`config.mk`:
```
export PLATFORM = sky130hd
export DESIGN_NAME = usm_front
export DESIGN_NICKNAME = d
export VERILOG_FILES = /design/src/sv/usm_pkg.sv /design/src/sv/usm_front.sv
export SDC_FILE = /design/constraint.sdc
export NUM_CORES = 1
export LEC_CHECK = 0
export ABC_CLOCK_PERIOD_IN_PS = 22800
export BUFFER_PORTS_ARGS = -buffer_cell sky130_fd_sc_hd__buf_2
export CORE_UTILIZATION = 69
export DETAILED_ROUTE_END_ITERATION = 7
export PLACE_DENSITY = 0.95
export SETUP_SLACK_MARGIN = 0.5
export SYNTH_ARGS = -nofsm -noshare
export SYNTH_HDL_FRONTEND = slang
export SYNTH_SLANG_ARGS = --single-unit
```
`constraint.sdc`:
```
create_clock -name clock -period 22.8 [get_ports clock]
set_input_delay 1.14 -clock clock [delete_from_list [all_inputs] [get_ports clock]]
set_output_delay 1.14 -clock clock [all_outputs]
set_load 0.1 [all_outputs]
```
`src/sv/usm_pkg.sv`:
```
`default_nettype none
package usm_pkg;

   localparam int PIX_W      = 8;
   localparam int COL_W      = 14;   // holds a column up to the largest row length
   localparam int ROW_W      = 16;
   localparam int SLOT_W     = 3;    // ring of up to eight rows
   localparam int TAP_W      = 16;
   localparam int AMT_W      = 12;
   localparam int ACC_W      = 27;   // seven 8x16 products
   localparam int CSR_IDX_W  = 3;
   localparam int CSR_DATA_W = 16;

   localparam logic [CSR_IDX_W-1:0] CSR_TAP_CENTER     = 3'd0;
   localparam logic [CSR_IDX_W-1:0] CSR_TAP_ONE        = 3'd1;
   localparam logic [CSR_IDX_W-1:0] CSR_TAP_TWO        = 3'd2;
   localparam logic [CSR_IDX_W-1:0] CSR_TAP_THREE      = 3'd3;
   localparam logic [CSR_IDX_W-1:0] CSR_SHARPEN_AMOUNT = 3'd4;
   localparam logic [CSR_IDX_W-1:0] CSR_ROW_BYTES      = 3'd5;
   localparam logic [CSR_IDX_W-1:0] CSR_FRAME_ROWS     = 3'd6;

   // One classified item: an optional byte store and an optional result job.
   typedef struct packed {
      logic              wr;
      logic [PIX_W-1:0]  pixel;
      logic [SLOT_W-1:0] wr_slot;
      logic [COL_W-1:0]  wr_col;
      logic              em;
      logic              last;
      logic [ROW_W-1:0]  row;
      logic [COL_W-1:0]  col;
      logic [SLOT_W-1:0] slot;
   } cmd_type;

   typedef struct packed {
      logic [TAP_W-1:0] center;
      logic [TAP_W-1:0] one;
      logic [TAP_W-1:0] two;
      logic [TAP_W-1:0] three;
   } taps_type;

   typedef struct packed {
      logic [PIX_W-1:0] pixel;
      logic             frame_end;
   } rsp_type;

endpackage
`default_nettype wire

```
`src/sv/usm_front.sv`:
```
`default_nettype none
module usm_front #(
   parameter int MAX_ROW_BYTES = 4096,
   parameter int KERNEL_TAPS   = 7
) (
   input  wire logic                          clock,
   input  wire logic                          reset,
   input  wire logic                          restart,
   input  wire logic [$clog2(MAX_ROW_BYTES+1)-1:0] eff_rb,
   input  wire logic [15:0]                   eff_rows,
   input  wire logic                          req_push,
   input  wire logic                          req_func,
   input  wire logic [7:0]                    req_pixel_in,
   input  wire logic                          cmd_full,
   output logic                               cmd_push,
   output usm_pkg::cmd_type                   cmd_out
);
   import usm_pkg::*;

   localparam int HALF  = KERNEL_TAPS / 2;
   localparam int RING  = 2 * HALF + 2;
   localparam int CW    = $clog2(MAX_ROW_BYTES);
   localparam int RB_W  = $clog2(MAX_ROW_BYTES + 1);
   localparam int CNT_W = RB_W + ROW_W + 1;
   localparam int SW    = $clog2(RING);

   logic [CNT_W-1:0] item_count_ff, item_count_in, count_next, total, lag, look, rb_ext;
   logic [CW-1:0]    in_col_ff, in_col_in, out_col_ff, out_col_in;
   logic [SW-1:0]    in_slot_ff, in_slot_in, out_slot_ff, out_slot_in;
   logic [ROW_W-1:0] out_row_ff, out_row_in;
   logic             accept, writing, ignore, emit, last;

   assign rb_ext     = CNT_W'(eff_rb);
   assign total      = rb_ext * CNT_W'(eff_rows);
   assign look       = (CNT_W'(3 * HALF) < rb_ext - 1'b1) ? CNT_W'(3 * HALF) : rb_ext - 1'b1;
   assign lag        = CNT_W'(HALF) * rb_ext + look;
   assign accept     = req_push && !cmd_full;
   assign writing    = item_count_ff < total;
   assign ignore     = writing && req_func;
   assign count_next = item_count_ff + 1'b1;
   assign emit       = count_next > lag;
   assign last       = (out_row_ff == eff_rows - 1'b1) && (CNT_W'(out_col_ff) == rb_ext - 1'b1);
   assign cmd_push   = accept && !ignore && (writing || emit);

   always_comb begin
      cmd_out         = '0;
      cmd_out.wr      = writing;
      cmd_out.pixel   = req_pixel_in;
      cmd_out.wr_slot = SLOT_W'(in_slot_ff);
      cmd_out.wr_col  = COL_W'(in_col_ff);
      cmd_out.em      = emit;
      cmd_out.last    = last;
      cmd_out.row     = out_row_ff;
      cmd_out.col     = COL_W'(out_col_ff);
      cmd_out.slot    = SLOT_W'(out_slot_ff);
   end

   always_comb begin
      item_count_in = item_count_ff;
      in_col_in     = in_col_ff;
      in_slot_in    = in_slot_ff;
      out_col_in    = out_col_ff;
      out_row_in    = out_row_ff;
      out_slot_in   = out_slot_ff;
      if (restart) begin
         item_count_in = '0;
         in_col_in     = '0;
         in_slot_in    = '0;
         out_col_in    = '0;
         out_row_in    = '0;
         out_slot_in   = '0;
      end else if (accept && !ignore) begin
         item_count_in = count_next;
         if (writing) begin
            if (CNT_W'(in_col_ff) + 1'b1 >= rb_ext) begin
               in_col_in  = '0;
               in_slot_in = (in_slot_ff == SW'(RING - 1)) ? '0 : in_slot_ff + 1'b1;
            end else begin
               in_col_in = in_col_ff + 1'b1;
            end
         end
         if (emit) begin
            if (last) begin
               // frame done: start the next one from the top
               item_count_in = '0;
               in_col_in     = '0;
               in_slot_in    = '0;
               out_col_in    = '0;
               out_row_in    = '0;
               out_slot_in   = '0;
            end else if (CNT_W'(out_col_ff) + 1'b1 >= rb_ext) begin
               out_col_in  = '0;
               out_row_in  = out_row_ff + 1'b1;
               out_slot_in = (out_slot_ff == SW'(RING - 1)) ? '0 : out_slot_ff + 1'b1;
            end else begin
               out_col_in = out_col_ff + 1'b1;
            end
         end
      end
   end

   always_ff @(posedge clock) begin
      if (reset) begin
         item_count_ff <= '0;
         in_col_ff     <= '0;
         in_slot_ff    <= '0;
         out_col_ff    <= '0;
         out_row_ff    <= '0;
         out_slot_ff   <= '0;
      end else begin
         item_count_ff <= item_count_in;
         in_col_ff     <= in_col_in;
         in_slot_ff    <= in_slot_in;
         out_col_ff    <= out_col_in;
         out_row_ff    <= out_row_in;
         out_slot_ff   <= out_slot_in;
      end
   end

endmodule
`default_nettype wire

```
==> flow_summary.ini, run 1 <==
[status]
status = completed

[sta]
hold_violations = 0
drv_slew = 0
setup_viol = 0
fin_skew_ps = 9.67
fin_crit_ps = 10750
max_slew.worst_pin.slew_ps = 1020
relSlewSlack = 0.320
rsz0062_at_grt = false
max_freq_mhz = 93.0
final.setup.tns_ps = 0
min_period_over_period = 0.471

[worst_setup_path]
worst_path_max_delay_cell = nand4_1
max_stage_delay_ps = 820
cp-end-kind = output pin
reg2reg_from = item_count_ff[0]
critical_path_required_ps = 21660
crit_top_cell = fa_1
cp.arrival_ps = 9610
r2r_slack_ps = 17080
critical_path_peak_fanout = 20
reg2reg_depth = 17
reg2reg_to = item_count_ff[17]
crit_type = input port to output pin
critPathLaunchType = input port

[grt]
grt_pass1_vias = 13700
overflow = 0
grt_max_degree = 49
grt_use_total = 0.382
antenna_found_initial = 0
grt_pass1_wl_um = 66700

[detailed_routing]
final_antenna_net_count = 0
drtPass1Iterations = 5
drc = 0
first_iter_violations = 1614
routed_wl_um = 41100
vias = 13600
wire_per_inst_um = 19.2
vias_per_cell = 6.33

[yosys]
ys_warn_count = 0
synth-edff-count = 0
syn_inst = 1834
yosys.area.top_type = fa_1
synth.most_common_cell = inv_1
ys_top_cells_by_area = fa_1 22%, ha_1 17%, dfxtp_1 10%, inv_1 6.5%, nand2_1 5.1%
ys_ff_latch = 76
netlist_area_um2 = 14900
seq_area_frac_synth = 0.102
synth.top_cells.by_count = 258 x inv_1, 203 x nand2_1, 198 x ha_1, 166 x fa_1, 108 x a21oi_1
ys_types = 76
avgSynthCellArea_um2 = 8.13
synth_top_area_share = 0.223
async_flop_share = 0
ys.flop_type = dfxtp_1

[floorplanning]
dieWidth_um = 149
pin_count = 105
rows = 53
start_util = 0.707
die_y_um = 149
core_um2 = 21100
dieArea_um2 = 22200

[cts]
cts_hold_buffers = 0
ctsResizeCount = 0
cts_buffers = 9
clock_latency_ps = 360
cts_root_buffer = clkbuf_16
htree_num_levels = 3
clk_pin_slew_ps = 50
cts.path.max_buffers = 2
post-cts-setup-buffers = 0
cts_tree = yes
cts.sinks = 76

[layout]
fin_nets = 2269
fin_cells = 2142
syn_to_final_growth_pct = 5.11
multi_input_area_um2 = 12000
diodes = 0
drive_above_1_share = 0.0723
seqCellArea_um2 = 1520
num-fill-cells = 1475

[worst_hold_path]
hp-start = out_slot_ff[2]
holdPathEnd = out_slot_ff[2]
min_path_cells = 2
worstHoldPathType = register to register

[placement]
gp_congestion = 0.936
dp.cells = 2126
io_buffers = 84
dpl.hpwl_um = 31600

[job]
maxCapViolCount = 0

[power]
power_leakage_nw = 7.87
ir_drop_v = 0.000123
powerDensity_nw_per_um2 = 98.7
-- worst max path at each step --
| stage | start | to | slack, ps | depth (start not counted) |
|---|---|---|---|---|
| 6_report | eff_rows[5] | cmd_push | 12050 | 29 |
| 5_1_grt | eff_rows[5] | cmd_push | 11390 | 29 |
| 4_1_cts | eff_rows[5] | cmd_push | 12150 | 29 |
| 3_5_place_dp | eff_rows[5] | cmd_push | 12200 | 29 |
| 3_3_place_gp | eff_rows[5] | cmd_push | 12350 | 29 |
| 2_1_floorplan | eff_rows[7] | cmd_push | 13020 | 30 |
-- cells in the final DEF, fill, tap and decap left out, drive strengths merged, types with 17 or more instances in the layout --
cell	instances
inv	260
nand2	203
ha	198
fa	166
a21oi	108
buf	88
nor2	83
and2	78
dfxtp	76
nand3	70
xnor2	65
xor2	58
o21ai	49
and3	31
a21o	31
conb	27
nand4	26
nor3	22
a31oi	19
nor4	18
nand2b	17
-- critical path, delay by kind of cell --
family,cells,cell delay (ps)
AO/OA/AOI/OAI,9,2420
adder cells (fa/ha/maj),7,3210
XOR/XNOR,1,180
AND/OR/NAND/NOR,6,1760
buffers and inverters,6,910
-- area by class of cell --
cell class,count,area share
clock buffers,10,0.0153
clock inverters,6,0.00551
inverters,261,0.0625
multi-input cells,1426,0.769
flip-flops and latches,76,0.0971
well taps,275,0.0220
repair buffers,88,0.0287
-- per-layer routing --
metal	vias to the layer above	global-route usage	wire, µm
met3	190	0.0743	4220
met4	0	0.206	2020
met5	-	0	0
li1	6081	-	-
met1	6501	0.485	15700
met2	783	0.615	19200
-- stage by stage --
stage	util	power, mW	cell area [µm²]	hold WS (ps)	setup WS (ps)
after floorplan	-	1.07	15000	449	13020
after global placement	0.728	1.28	15300	459	12350
after detailed placement	0.728	1.35	15300	482	12200
after CTS	0.743	1.52	15700	494	12150
after global routing	0.743	1.70	15700	507	11390
final	0.743	1.55	15700	486	12050
-- kinds of logic after synthesis --
logic type / share of synthesized area
and+or+nand+nor: 0.214
other: 0.000504
muxes: 0.00747
DFF: 0.102
xor gates and xnor gates: 0.0723
adders and majority gates: 0.389
buffers and inverters: 0.0963
AOI/OAI and AO/OA: 0.118
-- state kept, by name, summed over array words and instances (netlist names) --
register       count
item_count_ff     30
out_row_ff        16
in_col_ff         12
out_col_ff        12
in_slot_ff         3
out_slot_ff        3
-- power breakdown --
group / leakage (nW) / switching (mW) / total (mW) / internal [mW]
clock network: 0.159 / 0.0609 / 0.160 / 0.0988
logic: 7.10 / 0.740 / 1.25 / 0.513
registers: 0.612 / 0.000164 / 0.133 / 0.133
No activity file was read; power rests on OpenSTA's default activity.
==> run 2: changes to the inputs <==
- ABC_CLOCK_PERIOD_IN_PS: 22800 -> 9250
- CORE_UTILIZATION: 69 -> 58
- PLACE_DENSITY: 0.95 -> 0.9
- clock period: 22.8 -> 9.25 ns (I/O delays scaled with it)
==> run 2 against run 1 <==
  * Clock power increased by 120%
  * Worst hold slack got worse by 5.8 ps
  * Sequential share of layout area decreased by 0.15 points
  * Die area increased by 19%
  * Utilization decreased by 11 points
  * First-iteration DRC count decreased by 16%
  * Sequential power increased by 150%
  * Via count decreased by 0.38%
  * Non-clock buffer count increased by 23
  * Final area increased by 1.5%
  * Global-route usage decreased by 5.4 points
  * Setup slack got worse by 11000 ps
  * Critical path type unchanged
==> flow_summary.ini, run 2 (synthesis gave the netlist of run 1 again) <==
[status]
status = completed

[detailed_routing]
final_antenna_net_count = 0
routed_wl_um = 42000
vias_per_cell = 6.08
drc = 0
vias = 13500
wire_per_inst_um = 18.9
first_iter_violations = 1350
drtPass1Iterations = 6

[layout]
largest_register_ffs = 30
drive_above_1_share = 0.0868
fin_util = 0.632
num-fill-cells = 2006
regMostFlops = item_count_ff
layout_commonest_cell = inv_1
fin_nets = 2292
top_regs = item_count_ff x30, out_row_ff x16
diodes = 0
layout.cells.most_common_list = 256 x inv_1, 203 x nand2_1, 198 x ha_1
syn_to_final_growth_pct = 6.73

[sta]
hold_violations = 0
min_period_over_period = 0.908
drv_slew = 0
setup_viol = 0
relSlewSlack = 0.320
rsz0062_at_grt = false
final.setup.tns_ps = 0
fin_crit_ps = 8400
max_slew.worst_pin.slew_ps = 1020
fin_skew_ps = 13.4
max_freq_mhz = 119

[power]
ir_drop_v = 0.000311
p_total_mw = 3.80
power_leakage_nw = 7.95
powerDensity_nw_per_um2 = 239

[grt]
grt_use_total = 0.328
grt_pass1_vias = 13600
overflow = 0
grt_pass1_wl_um = 67800
antenna_found_initial = 1
grtUsageMet1 = 0.422
grt_use_met2 = 0.528
top_usage_layer = met2
grtUsageMet3 = 0.0603
grt_max_degree = 49

[worst_setup_path]
crit_top_cell = fa_1
cp-end-kind = output pin
r2r_slack_ps = 3990
cp.arrival_ps = 7930
max_stage_delay_ps = 550
worst_path_max_delay_cell = fa_1
crit_type = input port to output pin
critPathLaunchType = input port
critical_path_peak_fanout = 22
critical_path_required_ps = 8790

[floorplanning]
dieArea_um2 = 26300
die_y_um = 162
pin_count = 105
start_util = 0.592
core_um2 = 25200
rows = 58
dieWidth_um = 162

[worst_hold_path]
worstHoldPathType = register to register

[cts]
htree_num_levels = 3
cts_tree = yes
clk_pin_slew_ps = 70
cts.sinks = 76
cts.path.max_buffers = 2
cts_root_buffer = clkbuf_16
cts_buffers = 9
clock_latency_ps = 360

[placement]
io_buffers = 84
dpl.hpwl_um = 32700
gp_congestion = 0.985

[job]
maxCapViolCount = 0
==> run 2: changes by cell type in the layout (fill, tap and decap cells not counted), moves of 2 or more <==
cell / before / now
inv_6: 1 / 3
clkinvlp_4: 1 / 4
bufinv_16: 2 / 0
a2111oi_0: 4 / 2
buf_4: 4 / 27
inv_1: 258 / 256
==> run 2: metal layers <==
layer / vias to the layer above / share of wire
met4: 0 / 0.049
met2: 807 / 0.46
met3: 159 / 0.10
met5: - / 0
li1: 6126 / -
met1: 6412 / 0.39
==> run 2: cell type report <==
type                    count  area (µm²)  area share
clock inverters             7        57.6     0.00362
flip-flops and latches     76        1520      0.0956
repair buffers            111         638      0.0401
inverters                 261         987      0.0620
clock buffers               9         225      0.0142
well taps                 330         413      0.0260
multi-input cells        1426       12100       0.758
==> run 2: critical path, delay by kind of cell <==
family / cells / cell delay [ps]
compound gates: 9 / 2150
xor+xnor: 1 / 100
fa+ha+maj: 7 / 3260
buf+inv: 6 / 1010
simple gates: 6 / 930
==> run 2: stage by stage <==
step / setup slack (ps) / instance area (µm²) / cells / hold WS [ps]
floorplan: 820 / 15000 / 1859 / 449
global placement: 828 / 15600 / 2201 / 460
detailed placement: 630 / 15600 / 2201 / 471
CTS: 702 / 15900 / 2217 / 482
global route: 512 / 15900 / 2220 / 501
finish: 855 / 15900 / 2220 / 480
==> run 2: power by group <==
part	total, mW	leakage, nW	switching (mW)	internal [mW]
clock	0.348	0.135	0.162	0.186
sequential	0.328	0.612	0.000393	0.327
combinational	3.13	7.20	1.85	1.28
==> run 2: final timing paths <==
kind                     from             end  cells after the start
max                 eff_rb[6]        cmd_push                     29
min            out_slot_ff[1]  out_slot_ff[1]                      2
max reg2reg  item_count_ff[0]    in_col_ff[2]                     20
min reg2reg    out_slot_ff[1]  out_slot_ff[1]                      2
==> run 2: repair_timing <==
action / in CTS / in global routing
gates resized for setup: 0 / 10
setup endpoints to repair: 0 / 48
buffers inserted: 0 / 3
hold buffers: 0 / 0
