==> config.mk <==
export PLATFORM = sky130hd
export DESIGN_NAME = usm_fifo
export DESIGN_NICKNAME = d
export VERILOG_FILES = /design/src/sv/usm_fifo.sv
export SDC_FILE = /design/constraint.sdc
export NUM_CORES = 1
export LEC_CHECK = 0
export ABC_AREA = 1
export BUFFER_PORTS_ARGS = -buffer_cell sky130_fd_sc_hd__buf_2
export CORE_MARGIN = 5
export CORE_UTILIZATION = 45
export CTS_CLUSTER_SIZE = 10
export DETAILED_ROUTE_END_ITERATION = 6
export HOLD_SLACK_MARGIN = 0.1
export MAX_ROUTING_LAYER = met4
export PLACE_DENSITY = 0.7
export SLEW_MARGIN = 10
export SYNTH_ARGS = -nofsm -noshare
export SYNTH_HDL_FRONTEND = slang
export SYNTH_SLANG_ARGS = --single-unit
==> constraint.sdc <==
create_clock -name clock -period 1.8 [get_ports clock]
set_input_delay 0 -clock clock [delete_from_list [all_inputs] [get_ports clock]]
set_output_delay 0 -clock clock [all_outputs]
set_load 0.03 [all_outputs]
==> src/sv/usm_fifo.sv <==
`default_nettype none
module usm_fifo #(
   parameter int WIDTH = 8,
   parameter int DEPTH = 2
) (
   input  wire logic             clock,
   input  wire logic             reset,
   input  wire logic             push,
   input  wire logic [WIDTH-1:0] data_in,
   output logic                  full,
   input  wire logic             pop,
   output logic      [WIDTH-1:0] data_out,
   output logic                  empty
);

   localparam int PW  = $clog2(DEPTH);
   localparam int CTW = $clog2(DEPTH + 1);

   logic [WIDTH-1:0] entry_ff [DEPTH];
   logic [PW-1:0]    wr_ptr_ff, rd_ptr_ff, wr_ptr_in, rd_ptr_in;
   logic [CTW-1:0]   count_ff, count_in;
   logic             do_push, do_pop;

   assign full     = (count_ff == CTW'(DEPTH));
   assign empty    = (count_ff == '0);
   assign do_push  = push && !full;
   assign do_pop   = pop && !empty;
   assign data_out = entry_ff[rd_ptr_ff];

   always_comb begin
      wr_ptr_in = wr_ptr_ff;
      rd_ptr_in = rd_ptr_ff;
      count_in  = count_ff;
      if (do_push) begin
         wr_ptr_in = (wr_ptr_ff == PW'(DEPTH - 1)) ? '0 : wr_ptr_ff + 1'b1;
      end
      if (do_pop) begin
         rd_ptr_in = (rd_ptr_ff == PW'(DEPTH - 1)) ? '0 : rd_ptr_ff + 1'b1;
      end
      if (do_push && !do_pop) begin
         count_in = count_ff + 1'b1;
      end else if (do_pop && !do_push) begin
         count_in = count_ff - 1'b1;
      end
   end

   always_ff @(posedge clock) begin
      if (reset) begin
         wr_ptr_ff <= '0;
         rd_ptr_ff <= '0;
         count_ff  <= '0;
      end else begin
         wr_ptr_ff <= wr_ptr_in;
         rd_ptr_ff <= rd_ptr_in;
         count_ff  <= count_in;
      end
   end

   always_ff @(posedge clock) begin
      if (do_push) begin
         entry_ff[wr_ptr_ff] <= data_in;
      end
   end

`ifndef SYNTHESIS
   a_count_bound : assert property (@(posedge clock) disable iff (reset)
      count_ff <= CTW'(DEPTH))
      else $error("fifo count beyond depth");
   a_push_grows : assert property (@(posedge clock) disable iff (reset)
      (push && !full && !(pop && !empty)) |=> count_ff == $past(count_ff) + 1'b1)
      else $error("fifo push lost");
   a_pop_shrinks : assert property (@(posedge clock) disable iff (reset)
      (pop && !empty && !(push && !full)) |=> count_ff == $past(count_ff) - 1'b1)
      else $error("fifo pop lost");
`endif

endmodule
`default_nettype wire

==> results of run 1 <==
layer usage:
| layer | vias to the layer above | share of wire | track usage |
|---|---|---|---|
| met2 | 12 | 0.52 | 0.215 |
| li1 | 288 | - | - |
| met3 | 2 | 0.063 | 0.0225 |
| met4 | 0 | 0.0073 | 0.0383 |
| met1 | 256 | 0.41 | 0.123 |
| met5 | - | 0 | - |
path summary, 6_finish.rpt:
check,start,end,slack (ns),depth (start not counted)
max,count_ff[1],count_ff[1],0.36,9
min,data_in[6],entry_ff[0][6],0.42,2
max reg2reg,count_ff[1],count_ff[1],0.36,9
min reg2reg,wr_ptr_ff,wr_ptr_ff,0.53,2
worst register-to-register path: cells and delay by family, from the launching register on:
kind | cells | cell delay [ns]
flip-flops | 1 | 0.40
buffers and inverters | 4 | 0.30
AND/OR/NAND/NOR | 3 | 0.23
adder cells (fa/ha/maj) | 1 | 0.26
AO/OA/AOI/OAI | 1 | 0.19
what timing repair did:
item | 4_1_cts | 5_1_grt
hold endpoints to repair | 21 | 0
gates resized for setup | 0 | 0
hold buffers | 11 | 0
synthesized netlist by cell type:
cell type / instances
sky130_fd_sc_hd__edfxtp_1: 16
sky130_fd_sc_hd__nor2_1: 9
sky130_fd_sc_hd__mux2_2: 8
sky130_fd_sc_hd__inv_1: 7
sky130_fd_sc_hd__dfxtp_1: 5
sky130_fd_sc_hd__nand2_1: 4
sky130_fd_sc_hd__inv_2: 2
sky130_fd_sc_hd__o21ai_0: 2
sky130_fd_sc_hd__o21ai_2: 2
sky130_fd_sc_hd__a21oi_1: 1
sky130_fd_sc_hd__and2_4: 1
sky130_fd_sc_hd__buf_2: 1
sky130_fd_sc_hd__ha_1: 1
sky130_fd_sc_hd__nand3_1: 1
sky130_fd_sc_hd__nand4_1: 1
sky130_fd_sc_hd__o21ai_1: 1
layout make-up:
class	count	area (um^2)	share of cell area
Multi-Input combinational cell	31	209	0.188
Timing Repair Buffer	34	230	0.207
Clock buffer	3	22.5	0.0202
Sequential cell	21	581	0.522
Inverter	9	33.8	0.0304
Tap cell	25	31.3	0.0281
Clock inverter	1	5.00	0.00450
cell families (layout without fill, tap and decap cells):
| logic type | count (synthesis) | after routing | share of synthesized area |
|---|---|---|---|
| AOI/OAI and AO/OA | 6 | 6 | 0.0453 |
| adders and majority gates | 1 | 1 | 0.0151 |
| buffers and inverters | 10 | 47 | 0.0468 |
| DFF | 21 | 21 | 0.701 |
| muxes | 8 | 8 | 0.109 |
| and+or+nand+nor | 16 | 16 | 0.0831 |
stage by stage:
step / instances / power (uW) / hold WS (ns) / util
floorplan: 62 / 1080 / 0.0989 / -
global placement: 109 / 1210 / 0.188 / 0.558
detailed placement: 109 / 1230 / 0.192 / 0.558
CTS: 124 / 1460 / 0.419 / 0.637
global route: 124 / 1540 / 0.416 / 0.637
finish: 124 / 1440 / 0.423 / 0.637
cell usage in the layout, fill, tap and decap left out:
cell type and instances:
sky130_fd_sc_hd__a21oi_1 1, sky130_fd_sc_hd__and2_4 1, sky130_fd_sc_hd__buf_2 21, sky130_fd_sc_hd__buf_4 2
sky130_fd_sc_hd__clkbuf_4 3, sky130_fd_sc_hd__clkinv_2 1, sky130_fd_sc_hd__dfxtp_1 5, sky130_fd_sc_hd__dlygate4sd3_1 11
sky130_fd_sc_hd__edfxtp_1 16, sky130_fd_sc_hd__ha_1 1, sky130_fd_sc_hd__inv_1 7, sky130_fd_sc_hd__inv_2 2
sky130_fd_sc_hd__mux2_2 8, sky130_fd_sc_hd__nand2_1 4, sky130_fd_sc_hd__nand3_1 1, sky130_fd_sc_hd__nand4_1 1
sky130_fd_sc_hd__nor2_1 9, sky130_fd_sc_hd__o21ai_0 2, sky130_fd_sc_hd__o21ai_1 1, sky130_fd_sc_hd__o21ai_2 2
flip-flops by register name (all words and copies together) (netlist names), named ones only:
| register | cells |
|---|---|
| entry_ff | 16 |
| count_ff | 2 |
| rd_ptr_ff | 1 |
| wr_ptr_ff | 1 |
where the power goes:
part           internal (uW)  switching [uW]  total (uW)
Clock                   82.5             132         214
Combinational            211             332         544
Sequential               618            67.3         685
Total                    912             531        1440
==> impl_results.md, run 1 <==
- Final Skew: between 0.002 and 0.0025 ns
- Cell chain of the critical path: inv_1 > o21ai_2 > inv_2 > ha_1 > inv_1 > nand3_1 > nand2_1 > inv_1 > nor2_1
- Wire length of the first global-routing pass: approximately 2300 um
- Netlist area before placement: 828 um^2
- Maximum net fanout on the critical path: 4
- 1st-iter DRT viols: 11
- Cell type with the highest aggregate area in the netlist: sky130_fd_sc_hd__edfxtp_1
- Synth top area cells: sky130_fd_sc_hd__edfxtp_1 58%, sky130_fd_sc_hd__dfxtp_1 12%, sky130_fd_sc_hd__mux2_2 11%
- Power per unit of standard cell area: 1300 nW/um^2
- Fraction of layout cells with a size suffix above 1: 0.404
- Slew at the pin closest to its max-slew limit: 0.365 ns
- Setup violators final: 0
- Number of antenna cells inserted: 0
- Total count of max-transition violations in the final report: 0
- Count of yosys warnings during synthesis: 0
- Remaining max-slew budget at the tightest pin: 0.757
- Remaining antenna violation count: 0
- Family with the most delay on the worst path: flip-flops
- Worst vdd rail ir drop: 0.000655 V
- Row cnt: 15
- Total vias in the final route: 558
- Worst-case setup slack after placement: 0.368 ns
- Number of buffers added by the clock tree synthesis step: 3
- Number of nets in the layout: 113
- DRT Wirelength: 1380 um
- Post-detailed-route DRC marker count: 0
- Final HPWL from detailed placement: 972 um
- Register bit count reported by yosys: 21
- Sequential area share after synthesis: 0.701
- Pin count of the biggest net entering global routing: 13
- Total nets after synthesis: between 70 and 80
- # H-tree levels: 1
- Gate count after technology mapping: slightly above 60
- Leak pwr: 0.000465 uW
- Start-to-end type of the worst setup path: flip-flop to flip-flop
- Vias per cell: 4.50
- Horizontal die dimension: 52.9 um
- Final std cell area, no fill: between 1000 and 1500 um^2
- Vertical die dimension: 52.9 um
- Port Buf Inserts: 21
- Slack of the critical path: 0.360 ns
- Number of antenna violations at the first check in global routing: 0
- Wire per inst: 11.1 um
- Ratio of final minimum period to clock period: 0.800
- Area after detailed placement: 975 um^2
- Final hold violations: 0
- Clock Latency Late Sink: roughly 0.29 ns
- Type of element launching the critical path: flip-flop
- Slowest cell on the critical path: sky130_fd_sc_hd__dfxtp_1
- Setup repair after global routing missed its margin: no
- Effective utilization at floorplan: 0.475
- Area of the die: 2800 um^2
- First-pass iteration count of the detailed router: 4
- Layout overhead on the synthesized area: 34.3%
- GRT Util Overall: 0.116
- CTS tree: built
- Worst path bufs/invs: 4
- Dominant cell type by count on the critical path: sky130_fd_sc_hd__inv_1
- Status: finished, final reports clean
- Post-synthesis average cell area: 13.4 um^2
- Io pins: 22
- Data required time at the worst endpoint: 2.04 ns
- Number of global-route vias before repair: 586
- Final estimated routing congestion in global placement: 0.801
- Global route total overflow: 0
- Count of clock tree sinks: 21
- Cell variety after synth: 16
- Hold/Removal Path Class: input port to flip-flop
- Share of the synthesized area in the top cell type: 0.580
- Period minus WS final: 1.44 ns
- Total setup buffers inserted after CTS: 0
- Slowest Stage Delay on Critical Path: 0.40 ns
- Clock transition at path regs: 0.11 ns
- Endpoint type of the worst setup path: flip-flop
- Max Cap Violations: 0
- Placeable core area: 1750 um^2
- Buffers from clock root to sink, at most: 2
- Max Clock Freq: 0.695 GHz
- Sum of negative setup slack: 0 ns
- Critical path arrival: 1.68 ns
- Clk root buf: sky130_fd_sc_hd__clkbuf_4
- Layout fillers: 156
Power figures use the tool's default switching activity.
==> inputs of run 2 (changes only) <==
- ABC_AREA: 1 -> 0
- CORE_UTILIZATION: 45 -> 44
- PLACE_DENSITY: 0.7 -> 0.72
- clock period: 1.8 -> 1.3 ns (I/O delays scaled with it)
==> impl_results.md, run 2 <==
- Status: complete, but fails checks
- Failing checks: setup timing
- Critical path arrival: 1.60 ns (-0.08 ns)
- Post-placement cell count: 102 (-6.4%)
- Maximum net fanout on the critical path: 3 (-1)
- Setup repair after global routing missed its margin: yes
- Clock Latency Late Sink: 0.28 ns (about the same)
- Horizontal die dimension: 52.5 um (-0.83%)
- Effective utilization at floorplan: 0.459 (-0.0151)
- Number of buffers added by the clock tree synthesis step: 3 (unchanged)
- Start-to-end type of the worst setup path: flip-flop to flip-flop
- CTS tree: built
- Hold/Removal Path Class: input port to flip-flop
- Commonest non-fill, non-tap cell in the layout: sky130_fd_sc_hd__buf_2
- Slack of the critical path: -0.0759 ns (-0.436 ns)
- Worst hold-check slack: 0.111 ns (-0.312 ns)
- Remaining max-slew budget at the tightest pin: 0.868 (+0.112)
- Data required time at the worst endpoint: 1.52 ns (-0.52 ns)
- Vertical die dimension: 52.5 um (-0.83%)
- Final estimated routing congestion in global placement: 0.700 (-13%)
- Sequential area share after synthesis: 0.732 (+0.0310)
- Period minus WS final: 1.38 ns (-0.0636 ns)
- Remaining antenna violation count: 0 (unchanged)
- Max Cap Violations: 0 (unchanged)
- Count of flip-flops with a built-in enable after synthesis: 16 (unchanged)
- Count of yosys warnings during synthesis: 0 (unchanged)
- Netlist area before placement: 793 um^2 (-4.2%)
- Vias per cell: 4.44 (-1.3%)
- Number of nets in the layout: 105 (-7.1%)
- Layout overhead on the synthesized area: 45.0%
- DRT Wirelength: 1450 um (+5.4%)
- Setup violators final: 1 (+1)
- Area of the die: 2750 um^2 (-1.7%)
- Final HPWL from detailed placement: 1000 um (+3.0%)
- Count of clock tree sinks: 21 (unchanged)
- Total count of max-transition violations in the final report: 0 (unchanged)
- Global route total overflow: 0 (unchanged)
- Leak pwr: 0.000462 uW (-0.67%)
- Wire per inst: 12.5 um (+13%)
- Gate count after technology mapping: 50 (-19%)
- Number of antenna violations at the first check in global routing: 0 (unchanged)
- Max Clock Freq: 0.727 GHz (+4.6%)
- Row cnt: 15 (unchanged)
- Synth top area cells: sky130_fd_sc_hd__edfxtp_1 61%, sky130_fd_sc_hd__dfxtp_1 13%, sky130_fd_sc_hd__mux2_2 11%
- Count leader, synth: sky130_fd_sc_hd__edfxtp_1
- Share of synthesized flip-flops with an asynchronous set or reset: 0 (unchanged)
- Final Skew: 0.00127 ns (-0.00122 ns)
- Reg with most FFs: entry_ff
- Number of antenna cells inserted: 0 (unchanged)
- Clock transition at path regs: 0.10 ns (about the same)
- Leading cell types in the layout, fill and taps excluded: 21 x sky130_fd_sc_hd__buf_2, 16 x sky130_fd_sc_hd__edfxtp_1, 9 x sky130_fd_sc_hd__dlygate4sd3_1
- Power per unit of standard cell area: 1910 nW/um^2 (+48%)
- Total vias in the final route: 515 (-7.7%)
- Wire length of the first global-routing pass: 2410 um (+5.5%)
- Total nets after synthesis: 63 (-16%)
- Ratio of final minimum period to clock period: 1.06 (+0.259)
- Endpoint type of the worst setup path: flip-flop
- Share of the synthesized area in the top cell type: 0.606 (+0.0256)
- Final cell count without fillers: 116 (-6.5%)
- Post-detailed-route DRC marker count: 0 (unchanged)
- Register bit count reported by yosys: 21 (unchanged)
- Worst vdd rail ir drop: 0.00120 V (+83%)
- Buffers from clock root to sink, at most: 2 (unchanged)
- Placeable core area: 1730 um^2 (-1.1%)
- # H-tree levels: 1 (unchanged)
- Post-synthesis average cell area: 15.9 um^2 (+19%)
- GRT Util Overall: 0.126 (+0.00985)
- Post-synth top flop: sky130_fd_sc_hd__edfxtp_1
- Cell type with the highest aggregate area in the netlist: sky130_fd_sc_hd__edfxtp_1
- Pin count of the biggest net entering global routing: 12 (-1)
- 1st-iter DRT viols: 0 (-11)
- Slew at the pin closest to its max-slew limit: 0.196 ns (-0.169 ns)
- Io pins: 22 (unchanged)
- Fraction of layout cells with a size suffix above 1: 0.538 (+0.134)
- Cell variety after synth: 13 (-3)
- Port Buf Inserts: 21 (unchanged)
- Final hold violations: 0 (unchanged)
- Clk root buf: sky130_fd_sc_hd__clkbuf_4
- Type of element launching the critical path: flip-flop
- First-pass iteration count of the detailed router: 1 (-3)
- Largest registers: entry_ff x16, count_ff x2
- Number of global-route vias before repair: 591 (+0.85%)
- Number of flip-flops in the largest register: 16 (unchanged)
- Top cells by instance count after synthesis: 16 x sky130_fd_sc_hd__edfxtp_1, 8 x sky130_fd_sc_hd__mux2_2, 5 x sky130_fd_sc_hd__dfxtp_1, 5 x sky130_fd_sc_hd__nor2_1
## run 2: changes by cell type after synthesis, sizes merged
cell / change
or3: +2
nand3: -1
o21ai: -2
xor2: +3
nand4: -1
inv: -7
nor2: -4
nand2: -4
nor2b: +1
a21oi: +1
## run 2: layout make-up
class / instances / area (um^2)
clock buffers: 4 / 26.3
fillers: 152 / 577
inverters: 2 / 10.0
multi-input cells: 26 / 228
flip-flops and latches: 21 / 587
well taps: 25 / 31.3
repair buffers: 38 / 268
## run 2: worst paths after layout
kind / from / to / slack [ns] / cells after the start
worst max-delay path: count_ff[1] / count_ff[1] / -0.08 / 6
worst min register to register: wr_ptr_ff / wr_ptr_ff / 0.51 / 2
worst min-delay path: push / wr_ptr_ff / 0.11 / 4
worst max register to register: count_ff[1] / count_ff[1] / -0.08 / 6
## run 2: report_power, final
group          switching, uW  total [uW]  internal (uW)
combinational            514         956            442
clock                    167         286            119
sequential              89.4         959            869
## run 2: metal layers
| layer | track usage | wire [um] | up-vias |
|---|---|---|---|
| met5 | - | 0 | - |
| met4 | 0.0383 | 13 | 0 |
| met3 | 0.0256 | 84 | 2 |
| met2 | 0.252 | 784 | 14 |
| met1 | 0.117 | 571 | 235 |
| li1 | - | - | 264 |
## run 2: through the flow
stage | utilization | worst slack (ns) | TNS [ns] | total power (uW) | cell area (um^2)
after global routing | 0.666 | -0.144 | -0.234 | 2330 | 1150
after floorplan | - | -0.220 | -0.220 | 1510 | 801
final | 0.666 | -0.0759 | -0.0759 | 2200 | 1150
after detailed placement | 0.578 | -0.118 | -0.131 | 1830 | 997
after CTS | 0.651 | -0.0900 | -0.0966 | 2160 | 1120
after global placement | 0.578 | -0.103 | -0.103 | 1800 | 997
## run 2: critical path, stage by stage (launching register included)
cell and delay (ns):
sky130_fd_sc_hd__dfxtp_2 0.36, sky130_fd_sc_hd__nor2b_4 0.16, sky130_fd_sc_hd__nor2_2 0.06, sky130_fd_sc_hd__ha_4 0.15
sky130_fd_sc_hd__xor2_1 0.14, sky130_fd_sc_hd__or3_1 0.33, sky130_fd_sc_hd__a21oi_2 0.11
## run 2: timing repair
item	4_1_cts	5_1_grt
pin swaps	1	3
hold endpoints to repair	21	0
setup buffers	0	1
setup endpoints to repair	10	18
hold buffers	9	0
gates resized for setup	5	4
## run 2: kinds of logic (layout without fill, tap and decap cells)
kind of cell | after synthesis | count (layout) | share of synthesized area
buf+inv | 3 | 44 | 0.0158
xor+xnor | 3 | 3 | 0.0331
compound gates | 5 | 5 | 0.0315
simple gates | 9 | 9 | 0.0584
flops | 21 | 21 | 0.732
fa+ha+maj | 1 | 1 | 0.0158
mux | 8 | 8 | 0.114
==> inputs of run 3 (changes only) <==
- CORE_UTILIZATION: 44 -> 45
- PLACE_DENSITY: 0.72 -> 0.7
- clock period: 1.3 -> 1.4 ns (I/O delays scaled with it)
==> impl_results.md, run 3 (synthesized netlist as in run 2, its figures left out) <==
- Power per unit of standard cell area: 1750 nW/um^2 (-8.5%)
- Setup repair after global routing missed its margin: yes
- Leak pwr: 0.000459 uW (-0.61%)
- Max Cap Violations: 0 (unchanged)
- Vertical die dimension: 52.0 um (-0.91%)
- Number of nets in the layout: 105 (unchanged)
- Final HPWL from detailed placement: 976 um (-2.5%)
- CTS tree: built
- Area of the die: 2700 um^2 (-1.8%)
- Fraction of layout cells with a size suffix above 1: 0.516 (-0.0220)
- Io pins: 22 (unchanged)
- Global route total overflow: 0 (unchanged)
- Remaining max-slew budget at the tightest pin: 0.877 (+0.00914)
- Slowest Stage Delay on Critical Path: 0.37 ns (about the same)
- Leading cell types in the layout, fill and taps excluded: 21 x sky130_fd_sc_hd__buf_2, 16 x sky130_fd_sc_hd__edfxtp_1, 10 x sky130_fd_sc_hd__dlygate4sd3_1
- Family with the most delay on the worst path: simple AND/OR/NAND/NOR gates
- Failing checks: setup timing
- Commonest non-fill, non-tap cell in the layout: sky130_fd_sc_hd__buf_2
- Number of buffers added by the clock tree synthesis step: 3 (unchanged)
- Port Buf Inserts: 21 (unchanged)
- Number of antenna violations at the first check in global routing: 0 (unchanged)
- Remaining antenna violation count: 0 (unchanged)
- Start-to-end type of the worst setup path: flip-flop to flip-flop
- Highest-utilization routing layer at the global route stage: met2
- Final Skew: 0.00867 ns (+0.00740 ns)
- Total count of max-transition violations in the final report: 0 (unchanged)
- Met2 GRT Util: 0.232 (-0.0198)
- GRT Util Overall: 0.122 (-0.00398)
- Slowest cell on the critical path: sky130_fd_sc_hd__dfxtp_4
- DRT Wirelength: 1370 um (-5.8%)
- Wire length of the first global-routing pass: 2350 um (-2.3%)
- Ratio of final minimum period to clock period: 1.02 (-0.0430)
- Final hold violations: 0 (unchanged)
- Final cell count without fillers: 116 (unchanged)
- Met1 Track Usage GR: 0.120 (+0.00336)
- Clock Latency Late Sink: 0.29 ns (about the same)
- Reg with most FFs: entry_ff
- Row cnt: 15 (unchanged)
- Horizontal die dimension: 52.0 um (-0.91%)
- Endpoint type of the worst setup path: flip-flop
- Slack of the critical path: -0.0216 ns (+0.0543 ns)
- # H-tree levels: 1 (unchanged)
- Largest registers: entry_ff x16, count_ff x2
- First-pass iteration count of the detailed router: 2 (+1)
- Number of antenna cells inserted: 0 (unchanged)
- Pin count of the biggest net entering global routing: 12 (unchanged)
- Placeable core area: 1710 um^2 (-1.1%)
- Post-placement cell count: 101 (-0.98%)
- Post-detailed-route DRC marker count: 0 (unchanged)
- Hold/Removal Path Class: input port to flip-flop
- End-of-flow core utilization: 0.667 (+0.00146)
- Final estimated routing congestion in global placement: 0.747 (+6.7%)
- Layout fillers: 135 (-11%)
- Max Clock Freq: 0.703 GHz (-3.2%)
- Vias per cell: 4.53 (+2.1%)
- Layout overhead on the synthesized area: 43.7%
- Clock transition at path regs: 0.10 ns (about the same)
- Cell chain of the critical path: nor2b_4 > buf_4 > or3_4 > inv_4 > buf_6
- Sum of negative setup slack: -0.125 ns (-0.0492 ns)
- Setup violators final: 9 (+8)
- Count of clock tree sinks: 21 (unchanged)
- Wire per inst: 11.8 um (-5.8%)
- Status: complete, but fails checks
- Worst path bufs/invs: 3 (+3)
- Critical path arrival: 1.44 ns (-0.16 ns)
- Period minus WS final: 1.42 ns (+0.0457 ns)
- Worst vdd rail ir drop: 0.00105 V (-13%)
- Buffers from clock root to sink, at most: 2 (unchanged)
- Maximum net fanout on the critical path: 5 (+2)
- Total vias in the final route: 526 (+2.1%)
- Effective utilization at floorplan: 0.464 (+0.00505)
- Clk root buf: sky130_fd_sc_hd__clkbuf_4
- Global-route met3 utilization: 0.0201 (-0.00558)
- 1st-iter DRT viols: 8 (+8)
- Number of flip-flops in the largest register: 16 (unchanged)
- Data required time at the worst endpoint: 1.42 ns (-0.10 ns)
- Number of global-route vias before repair: 585 (-1.0%)
- Type of element launching the critical path: flip-flop
- Slew at the pin closest to its max-slew limit: 0.183 ns (-0.0129 ns)
run 3: worst reg2reg max path, delay by kind of cell, from the launching register on:
| family | cells | cell delay [ns] |
|---|---|---|
| buffers and inverters | 3 | 0.31 |
| flip-flops | 1 | 0.37 |
| AND/OR/NAND/NOR | 2 | 0.49 |
run 3: power by group:
part           internal, uW  switching, uW  total, uW  leakage, uW
clock                   111            163        274    0.0000150
combinational           379            453        832     0.000252
sequential              809           82.5        891     0.000192
total                  1300            699       2000     0.000459
run 3: final cells by class:
class	count	area, um^2	area share
Clock buffer	4	26.3	0.0231
Inverter	2	10.0	0.00878
Multi-Input combinational cell	26	220	0.193
Sequential cell	21	587	0.515
Tap cell	25	31.3	0.0274
Timing Repair Buffer	38	265	0.233
run 3: routing by layer:
layer / up-vias / part of all wire
li1: 264 / -
met1: 246 / 0.38
met2: 14 / 0.54
met3: 2 / 0.066
met4: 0 / 0.011
met5: - / 0
run 3: metrics by stage:
stage                     worst slack, ns  hold slack (ns)  power [uW]  instance area (um^2)
final                             -0.0216            0.211        2000                  1140
after global routing              -0.0974            0.250        2120                  1140
after CTS                         -0.0203            0.201        1980                  1120
after detailed placement          -0.0196            0.194        1660                   977
after global placement           -0.00816            0.188        1630                   977
after floorplan                    -0.120           0.0617        1400                   801
run 3: path summary, 6_finish.rpt:
kind / cells past startpoint / to / startpoint / slack (ns)
worst max-delay path: 5 / entry_ff[0][4] / count_ff[1] / -0.02
worst min-delay path: 5 / flip-flop / pop / 0.21
worst max register to register: 5 / entry_ff[0][4] / count_ff[1] / -0.02
worst min register to register: 2 / wr_ptr_ff / wr_ptr_ff / 0.49
run 3: what timing repair did:
item / in CTS / in global routing
gates resized for setup: 6 / 5
pin swaps: 2 / 1
hold buffers: 10 / 0
buffers inserted: 1 / 0
endpoints found under the hold margin: 21 / 0
setup endpoints to repair: 9 / 9
